[src/hdl/assert_macros.svh]
// Assertion macros for the event parser.
`ifndef ASSERT_MACROS_SVH
`define ASSERT_MACROS_SVH

`ifndef SYNTH

// Same-cycle implication, sampled on clk, off during rst.
`define GREP_ASSERT_NOW(lbl, ante, cons) \
  lbl: assert property (@(posedge clk) disable iff (rst) (ante) |-> (cons)) \
    else $error("grep assertion failed");

// Next-cycle implication, sampled on clk, off during rst.
`define GREP_ASSERT_NEXT(lbl, ante, cons) \
  lbl: assert property (@(posedge clk) disable iff (rst) (ante) |=> (cons)) \
    else $error("grep assertion failed");

`else

`define GREP_ASSERT_NOW(lbl, ante, cons)
`define GREP_ASSERT_NEXT(lbl, ante, cons)

`endif

`endif

[src/hdl/grep_pkg.sv]
`default_nettype none

package grep_pkg;

  localparam logic [7:0] CMD_GRID_UP    = 8'h20;
  localparam logic [7:0] CMD_GRID_DOWN  = 8'h21;
  localparam logic [7:0] CMD_RING_DELTA = 8'h50;
  localparam logic [7:0] CMD_RING_UP    = 8'h51;
  localparam logic [7:0] CMD_RING_DOWN  = 8'h52;

  localparam logic [1:0] KIND_GRID_KEY   = 2'd0;
  localparam logic [1:0] KIND_RING_DELTA = 2'd1;
  localparam logic [1:0] KIND_RING_KEY   = 2'd2;

  typedef struct packed {
    logic [7:0] rx_byte;
    logic       end_of_transfer;
  } rx_word_t;

  typedef struct packed {
    logic [1:0]        event_kind;
    logic [7:0]        pos_x;
    logic [7:0]        pos_y;
    logic signed [7:0] event_value;
  } ev_word_t;

endpackage

`default_nettype wire

[src/hdl/grep_decode.sv]
`default_nettype none

module grep_decode (
  input  wire logic               clk,
  input  wire logic               rst,
  input  wire logic               step,
  input  wire grep_pkg::rx_word_t rx_in,
  output logic                    hit,
  output grep_pkg::ev_word_t      ev
);
  import grep_pkg::*;

  localparam logic [1:0] PH_CMD  = 2'd0;
  localparam logic [1:0] PH_ARG1 = 2'd1;
  localparam logic [1:0] PH_ARG2 = 2'd2;

  logic [1:0] phase, phase_next;
  logic [7:0] command, command_next;
  logic [7:0] first_arg, first_arg_next;
  logic       discarding, discarding_next;

  logic [7:0] b;
  logic       eot;
  logic       ring_key_cmd, two_arg_cmd;

  assign b   = rx_in.rx_byte;
  assign eot = rx_in.end_of_transfer;

  assign ring_key_cmd = (command == CMD_RING_UP) || (command == CMD_RING_DOWN);
  assign two_arg_cmd  = (command == CMD_GRID_UP) || (command == CMD_GRID_DOWN)
                        || (command == CMD_RING_DELTA);

  always_comb begin
    phase_next      = phase;
    command_next    = command;
    first_arg_next  = first_arg;
    discarding_next = discarding;
    hit             = 1'b0;
    ev              = '0;

    if (!discarding) begin
      case (phase)
        PH_ARG1: begin
          if (ring_key_cmd) begin
            hit            = 1'b1;
            ev.event_kind  = KIND_RING_KEY;
            ev.pos_x       = b;
            ev.event_value = (command == CMD_RING_DOWN) ? 8'sd1 : 8'sd0;
            phase_next     = PH_CMD;
          end else if (two_arg_cmd) begin
            first_arg_next = b;
            phase_next     = PH_ARG2;
          end else begin
            phase_next = PH_CMD;
          end
        end
        PH_ARG2: begin
          if ((command == CMD_GRID_UP) || (command == CMD_GRID_DOWN)) begin
            hit            = 1'b1;
            ev.event_kind  = KIND_GRID_KEY;
            ev.pos_x       = first_arg;
            ev.pos_y       = b;
            ev.event_value = (command == CMD_GRID_DOWN) ? 8'sd1 : 8'sd0;
          end else if (command == CMD_RING_DELTA) begin
            hit            = 1'b1;
            ev.event_kind  = KIND_RING_DELTA;
            ev.pos_x       = first_arg;
            ev.event_value = signed'(b);
          end
          phase_next = PH_CMD;
        end
        default: begin
          if (b inside {CMD_GRID_UP, CMD_GRID_DOWN, CMD_RING_DELTA,
                        CMD_RING_UP, CMD_RING_DOWN}) begin
            command_next = b;
            phase_next   = PH_ARG1;
          end else begin
            phase_next      = PH_CMD;
            discarding_next = 1'b1;
          end
        end
      endcase
    end

    if (eot) begin
      phase_next      = PH_CMD;
      discarding_next = 1'b0;
    end
  end

  always_ff @(posedge clk) begin
    if (rst) begin
      phase      <= PH_CMD;
      command    <= '0;
      first_arg  <= '0;
      discarding <= 1'b0;
    end else if (step) begin
      phase      <= phase_next;
      command    <= command_next;
      first_arg  <= first_arg_next;
      discarding <= discarding_next;
    end
  end

endmodule

`default_nettype wire

[src/hdl/grid_ring_event_parser.sv]
`default_nettype none

// Decodes a received byte stream into grid key, ring delta and ring key
// events. One byte is taken per cycle unless the input stalls; a byte is
// decoded while it sits in the input register, and its event (if any) is
// then captured in the result register. The input stalls only when the
// byte in the input register completes a frame while a previous event is
// still held by a stalled output; bytes that yield no event keep flowing
// meanwhile.

`include "assert_macros.svh"

module grid_ring_event_parser (
  input  wire logic               clk,
  input  wire logic               rst,
  input  wire logic               rx_valid,
  output logic                    rx_stall,
  input  wire grep_pkg::rx_word_t rx_word,
  output logic                    ev_valid,
  input  wire logic               ev_stall,
  output grep_pkg::ev_word_t      ev_word
);
  import grep_pkg::*;

  logic     rx_q_valid;
  rx_word_t rx_q;
  logic     hit;
  ev_word_t ev;
  logic     out_free;
  logic     dec_go;
  logic     step;
  logic     take;

  assign out_free = !ev_valid || !ev_stall;
  assign dec_go   = !hit || out_free;
  assign rx_stall = rx_q_valid && !dec_go;
  assign take     = rx_valid && !rx_stall;
  assign step     = rx_q_valid && dec_go;

  grep_decode u_decode (
    .clk   (clk),
    .rst   (rst),
    .step  (step),
    .rx_in (rx_q),
    .hit   (hit),
    .ev    (ev)
  );

  always_ff @(posedge clk) begin
    if (rst) begin
      rx_q_valid <= 1'b0;
    end else if (!rx_stall) begin
      rx_q_valid <= rx_valid;
    end
  end

  always_ff @(posedge clk) begin
    if (take) begin
      rx_q <= rx_word;
    end
  end

  always_ff @(posedge clk) begin
    if (rst) begin
      ev_valid <= 1'b0;
    end else if (out_free) begin
      ev_valid <= step && hit;
    end
  end

  always_ff @(posedge clk) begin
    if (step && hit) begin
      ev_word <= ev;
    end
  end

  // input only holds back when a finished event is blocked downstream
  `GREP_ASSERT_NOW(a_stall_cause, rx_stall, ev_valid && ev_stall)
  // ring events carry a zero row
  `GREP_ASSERT_NOW(a_ring_row, ev_valid && (ev_word.event_kind != KIND_GRID_KEY), ev_word.pos_y == 8'd0)
  // key events carry up or down only
  `GREP_ASSERT_NOW(a_key_state, ev_valid && (ev_word.event_kind != KIND_RING_DELTA), (ev_word.event_value == 8'sd0) || (ev_word.event_value == 8'sd1))
  // a decoded event lands in the result register
  `GREP_ASSERT_NEXT(a_event_lands, step && hit, ev_valid)

endmodule

`default_nettype wire

[config.mk]
export PLATFORM = sky130hd
export DESIGN_NAME = grid_ring_event_parser
export DESIGN_NICKNAME = d
export VERILOG_FILES = /design/src/hdl/grep_pkg.sv /design/src/hdl/grep_decode.sv /design/src/hdl/grid_ring_event_parser.sv
export VERILOG_INCLUDE_DIRS = /design/src /design/src/hdl
export SDC_FILE = /design/constraint.sdc
export NUM_CORES = 1
export LEC_CHECK = 0
export BUFFER_PORTS_ARGS = -buffer_cell sky130_fd_sc_hd__buf_2
export CAP_MARGIN = 20
export CORE_MARGIN = 2
export CORE_UTILIZATION = 45
export CTS_CLUSTER_SIZE = 25
export DETAILED_ROUTE_END_ITERATION = 10
export HOLD_SLACK_MARGIN = 0.03
export PLACE_DENSITY = 0.67
export SLEW_MARGIN = 20
export SYNTH_ARGS = -nofsm -noshare
export SYNTH_HDL_FRONTEND = slang
export SYNTH_SLANG_ARGS = --single-unit
[constraint.sdc]
create_clock -name clk -period 3.8 [get_ports clk]
set_input_delay 0.38 -clock clk [delete_from_list [all_inputs] [get_ports clk]]
set_output_delay 0.38 -clock clk [all_outputs]
set_load 0.005 [all_outputs]
# Word-level counts from Yosys, hierarchy flattened
# Cells that the tools add are included.
# word_totals
regBits	56
in_bits	13
out_inout_bits	28
wordCells	75
# classes
n_eq_ne	13
muxes	25
bitwise_logic	5
reduce_logical	20
# op_table
operator	count
8-bit by 7-bit equality test with 1-bit output (second input constant)	6
8-bit by 6-bit equality test with 1-bit output (second input constant)	4
8-bit two-way mux	3
10-bit one-hot mux with 2 select lines	1
9-bit two-way mux	2
8-bit one-hot mux with 2 select lines	1
1-bit two-way mux	11
10-bit two-way mux	1
2-bit two-way mux	4
1-bit zero test	5
1-bit logical OR	5
1-bit NOT	5
5-bit AND reduction	1
5-bit nonzero test	1
1-bit logical AND	4
2-bit one-hot mux with 2 select lines	1
4-bit AND reduction	1
3-bit OR reduction	1
2-bit by 1-bit equality test with 1-bit output (second input constant)	1
2-bit equality test (second input constant)	1
2-bit inequality test (second input constant)	1
1-bit one-hot mux with 2 select lines	1
2-bit AND reduction	1
2-bit OR reduction	1

# Depth between registers and ports, before layout
# depth
ltp_word	11
ltp_mapped	8
ltp_nobuf	7

# By module
# From an unflattened synthesis, not the netlist that was laid out.
# unflattened
cells_unflattened	168
hier_area_um2	2200.9
# modules_own_cells
module	n_inst	cells_each	area_per_inst_um2	seq_area_each_um2
grid_ring_event_parser	1	48	1143.6	1091.0
grep_decode	1	120	1057.3	380.4

# Least setup slack after synthesis
# No wires, ideal clock.
# synth_timing
kind	register -> register
start	reg u_decode.command[2]
end	reg ev_word[0] in the netlist's numbering, enable pin
setup_time_ns	0.418
arrival_ns	2.916
required_time_ns	3.382
setup_slack_ns	0.467
path_stages_with_launch	7
path_buffers	2
period_less_slack_ns	3.333
path_cell_list	dfxtp_1 > or4_4 > buf_6 > a2111oi_2 > buf_2 > o21ai_1 > a21oi_1
# synth_via
elab_chain_cells	9
elab_cells_between_ends	16
cone_classes	eq/ne: 5; mux: 5; reduce/logical: 6
# synth_lines
element	line	text
from (decl)	grep_decode.sv:18	logic [7:0] command, command_next;
from (signal assigned)	grep_decode.sv:99	command <= command_next;
8-bit by 7-bit equality test with 1-bit output (tied with other cells)	grep_decode.sv:64	end else if (command == CMD_RING_DELTA) begin
1-bit two-way mux (tied with other cells)	grep_decode.sv:64	
1-bit two-way mux, on equally long branches	grep_decode.sv:58, grep_decode.sv:44	
1-bit one-hot mux with 2 select lines (*)	grep_decode.sv:42	case (phase)
1-bit two-way mux (*)	grep_decode.sv:41	if (!discarding) begin
1-bit zero test	grid_ring_event_parser.sv:35	assign dec_go = !hit || out_free;
1-bit logical OR	grid_ring_event_parser.sv:35	
1-bit logical AND	grid_ring_event_parser.sv:38	assign step = rx_q_valid && dec_go;
1-bit logical AND (*)	grid_ring_event_parser.sv:72	if (step && hit) begin
to (signal assigned)	grid_ring_event_parser.sv:73	ev_word <= ev;
to (decl)	grid_ring_event_parser.sv:21	output grep_pkg::ev_word_t ev_word
# Mark *: on every way between the ends. The rest lies on a longest branch, timed or not.
# A chain may end at the register's enable or synchronous reset.

# Worst setup path after layout
# layout_timing
start	reg u_decode.phase[0]
end	out rx_stall
# layout_via
elab_chain_cells	7
elab_cells_between_ends	8
cone_classes	eq/ne: 2; mux: 2; reduce/logical: 4
# layout_lines
element	line	text
from (decl)	grep_decode.sv:17	logic [1:0] phase, phase_next;
from (signal assigned)	grep_decode.sv:98	phase <= phase_next;
2-bit equality test or 2-bit by 1-bit equality test with 1-bit output (tied branches)	grep_decode.sv:42	
1-bit one-hot mux with 2 select lines (*)	grep_decode.sv:42	
1-bit two-way mux (*)	grep_decode.sv:41	
1-bit zero test (*)	grid_ring_event_parser.sv:35	
1-bit logical OR (*)	grid_ring_event_parser.sv:35	
1-bit zero test (*)	grid_ring_event_parser.sv:36	assign rx_stall = rx_q_valid && !dec_go;
1-bit logical AND (*)	grid_ring_event_parser.sv:36	
to (decl)	grid_ring_event_parser.sv:17	output logic rx_stall,
# Marks and branches as above.

==> results.cfg <==
[synthesis]
synthMuxAreaShare_pct = 1.74
synth_most_common_cell = edfxtp_1
synth_top_area_share_pct = 45.7
synthTopCellsByArea = edfxtp_1 46%, dfxtp_1 18%, and2_1 4.6%
synth_warnings = 0
synth_flop_cell = edfxtp_1
async_reset_ff_share_pct = 0
yosys.area_share.adder_pct = 1.09
synth_compound_area_share_pct = 13.9
synth_cells = 178
synth_top_family_by_area = simple AND/OR/NAND/NOR gates
yosysTopAreaCell = edfxtp_1
synth_cell_types = 43
syn_nets = 193
ys_seq_area_share_pct = 64.0
synth_commonest_cells = 35 x edfxtp_1, 21 x dfxtp_1, 17 x and2_1, 13 x a21oi_1
synth_edf_count = 35
avgSynthCellArea_sq_um = 12.9
synth-xor-area-share_pct = 0.381
synth_seq_cells = 56
yosys.area_share.simple_pct = 16.3
netlist_area_sq_um = 2300

[sta]
hold_viol = 0
finalSetupViolCount = 0
whs_ps = 238
setup_tns_ps = 0
finalClockSkew_ps = 9.82
post-route-period-util_pct = 71.0
max_slew_margin_pct = 52.2
rsz0062_at_grt = no
drv_slew = 0
fin_crit_ps = 2700
tightest_slew_ps = 698
fmax_mhz = 370

[placed_design]
port_buffers = 40
dpl_cell_area_sq_um = 2570
place_hpwl_um = 2820
gp_congestion = 0.779
place_inst = 283

[power_and_ir_drop]
pwr_density_cell_nw_per_um2 = 384
p_leak_uw = 0.000817
ir_drop_uv = 244

[finish]
antenna_cells = 0
final_cell_area_sq_um = 2670
fin_util_pct = 53.2
nets = 235
area_growth_pct = 16.0
final_layout_size_suffix_gt1_share_pct = 27.6
fin_cells = 291

[floorplan]
start_util_pct = 45.9
io-pin-count = 41
row_count = 26
fp.dieH_um = 75.5
die-area_sq_um = 5700
die_x_um = 75.5
core-area_sq_um = 5010

[clock_network]
cts.sinks = 56
postCtsHoldBufs = 0
cts_root_buf = clkbuf_8
ctsResizeCount = 0
cts_tree = yes
cts_buffer_depth = 2
clk_transition_reported_paths_ps = 100
numCtsBuffers = 5
insertion_delay_ps = 310
postCtsSetupRepairBufs = 0
htree_levels = 2

[setup_path]
r2r_setup_slack_ps = 1290
critPathLaunchType = flop
worst_ep_required_time_ps = 3420
criticalPathCategory = flop to primary output
critPathCaptureType = primary output
critPathMaxStageDelay_ps = 390
cpLargestDelayFamily = simple AND/OR/NAND/NOR gates
worstPathBufferInverterCount = 3
crit_chain = inv_1 > ha_1 > nand2b_1 > nor4_2 > buf_4 > o21ai_1 > nor2_1 > buf_2
critPathArrivalTime_ps = 2320
cp_max_fo = 12
slowest_stage = ha_1

[grt]
grt_pass1_vias = 1293
grt_pass1_wl_um = 6160
track_usage_pct = 14.8
grt_max_degree = 27
antenna_found_initial = 0
overflow = 0

[status]
status = complete, no violations

[routing]
routed_wl_um = 3970
via_per_inst = 5.03
final_antenna_net_count = 0
routedWlPerCell_um = 13.6
drt_iter0_markers = 65
drc_errors = 0
first_pass_iters = 4
num_vias = 1464

[flow_run]
maxCapViolCount = 0

[min_path]
hp-class = primary input to flop
==> metal layers <==
metal / vias up / wire [um] / GRT usage [%]
met1: 655 / 1880 / 19.9
li1: 748 / - / -
met2: 54 / 1780 / 23.0
met4: 0 / 72 / 7.02
met3: 7 / 243 / 3.31
met5: - / 0 / 0
==> report_power, final <==
part | switching [uW] | internal, uW | total (uW)
combinational | 12.3 | 11.2 | 23.5
clock | 197 | 135 | 332
sequential | 18.5 | 650 | 669
==> cells by family after synthesis <==
family,count (synthesis)
mux,4
buf+inv,13
xor+xnor,1
compound gates,44
fa+ha+maj,2
simple gates,58
flops,56
==> state kept, by name, indices dropped and copies added (netlist names) <==
signal and count:
ev_word 26, rx_q 9, u_decode.command 8, u_decode.first_arg 8
u_decode.phase 2, ev_valid 1, rx_q_valid 1, u_decode.discarding 1
==> worst paths after layout <==
path	depth (start not counted)	to	start
hold reg to reg	1	u_decode.command[7]	u_decode.command[7]
setup / recovery	8	rx_stall	u_decode.phase[0]
setup reg to reg	8	rx_q[8]	u_decode.phase[0]
hold / removal	1	rx_q[7]	rx_word[7]
==> layout by cell type, fill, tap and decap left out, types with 2 or more instances in the layout <==
cell type,n
nand4_1,8
nor2_1,10
a22o_1,8
nand2_1,4
and2_1,17
clkbuf_8,5
buf_4,3
mux2i_1,4
a21oi_1,12
o21ai_1,10
ha_1,2
edfxtp_1,35
o21ai_0,2
nand2b_1,5
buf_2,40
nor2b_1,2
inv_1,5
dfxtp_1,21
==> metrics by stage <==
stage               power (uW)  worst slack, ps
finish                    1020             1100
global route              1060              936
CTS                       1030             1080
detailed placement         706             1310
global placement           706             1360
floorplan                  691              467
==> final cells by class <==
| type | instances | area (sq um) |
|---|---|---|
| clock buffer | 5 | 68.8 |
| clock inverter | 3 | 27.5 |
| fill | 463 | 2340 |
| inverter | 5 | 18.8 |
| multi-input combinational | 109 | 771 |
| sequential | 56 | 1470 |
| tap | 70 | 87.6 |
| timing repair buffer | 43 | 223 |
Power figures use the tool's default switching activity.
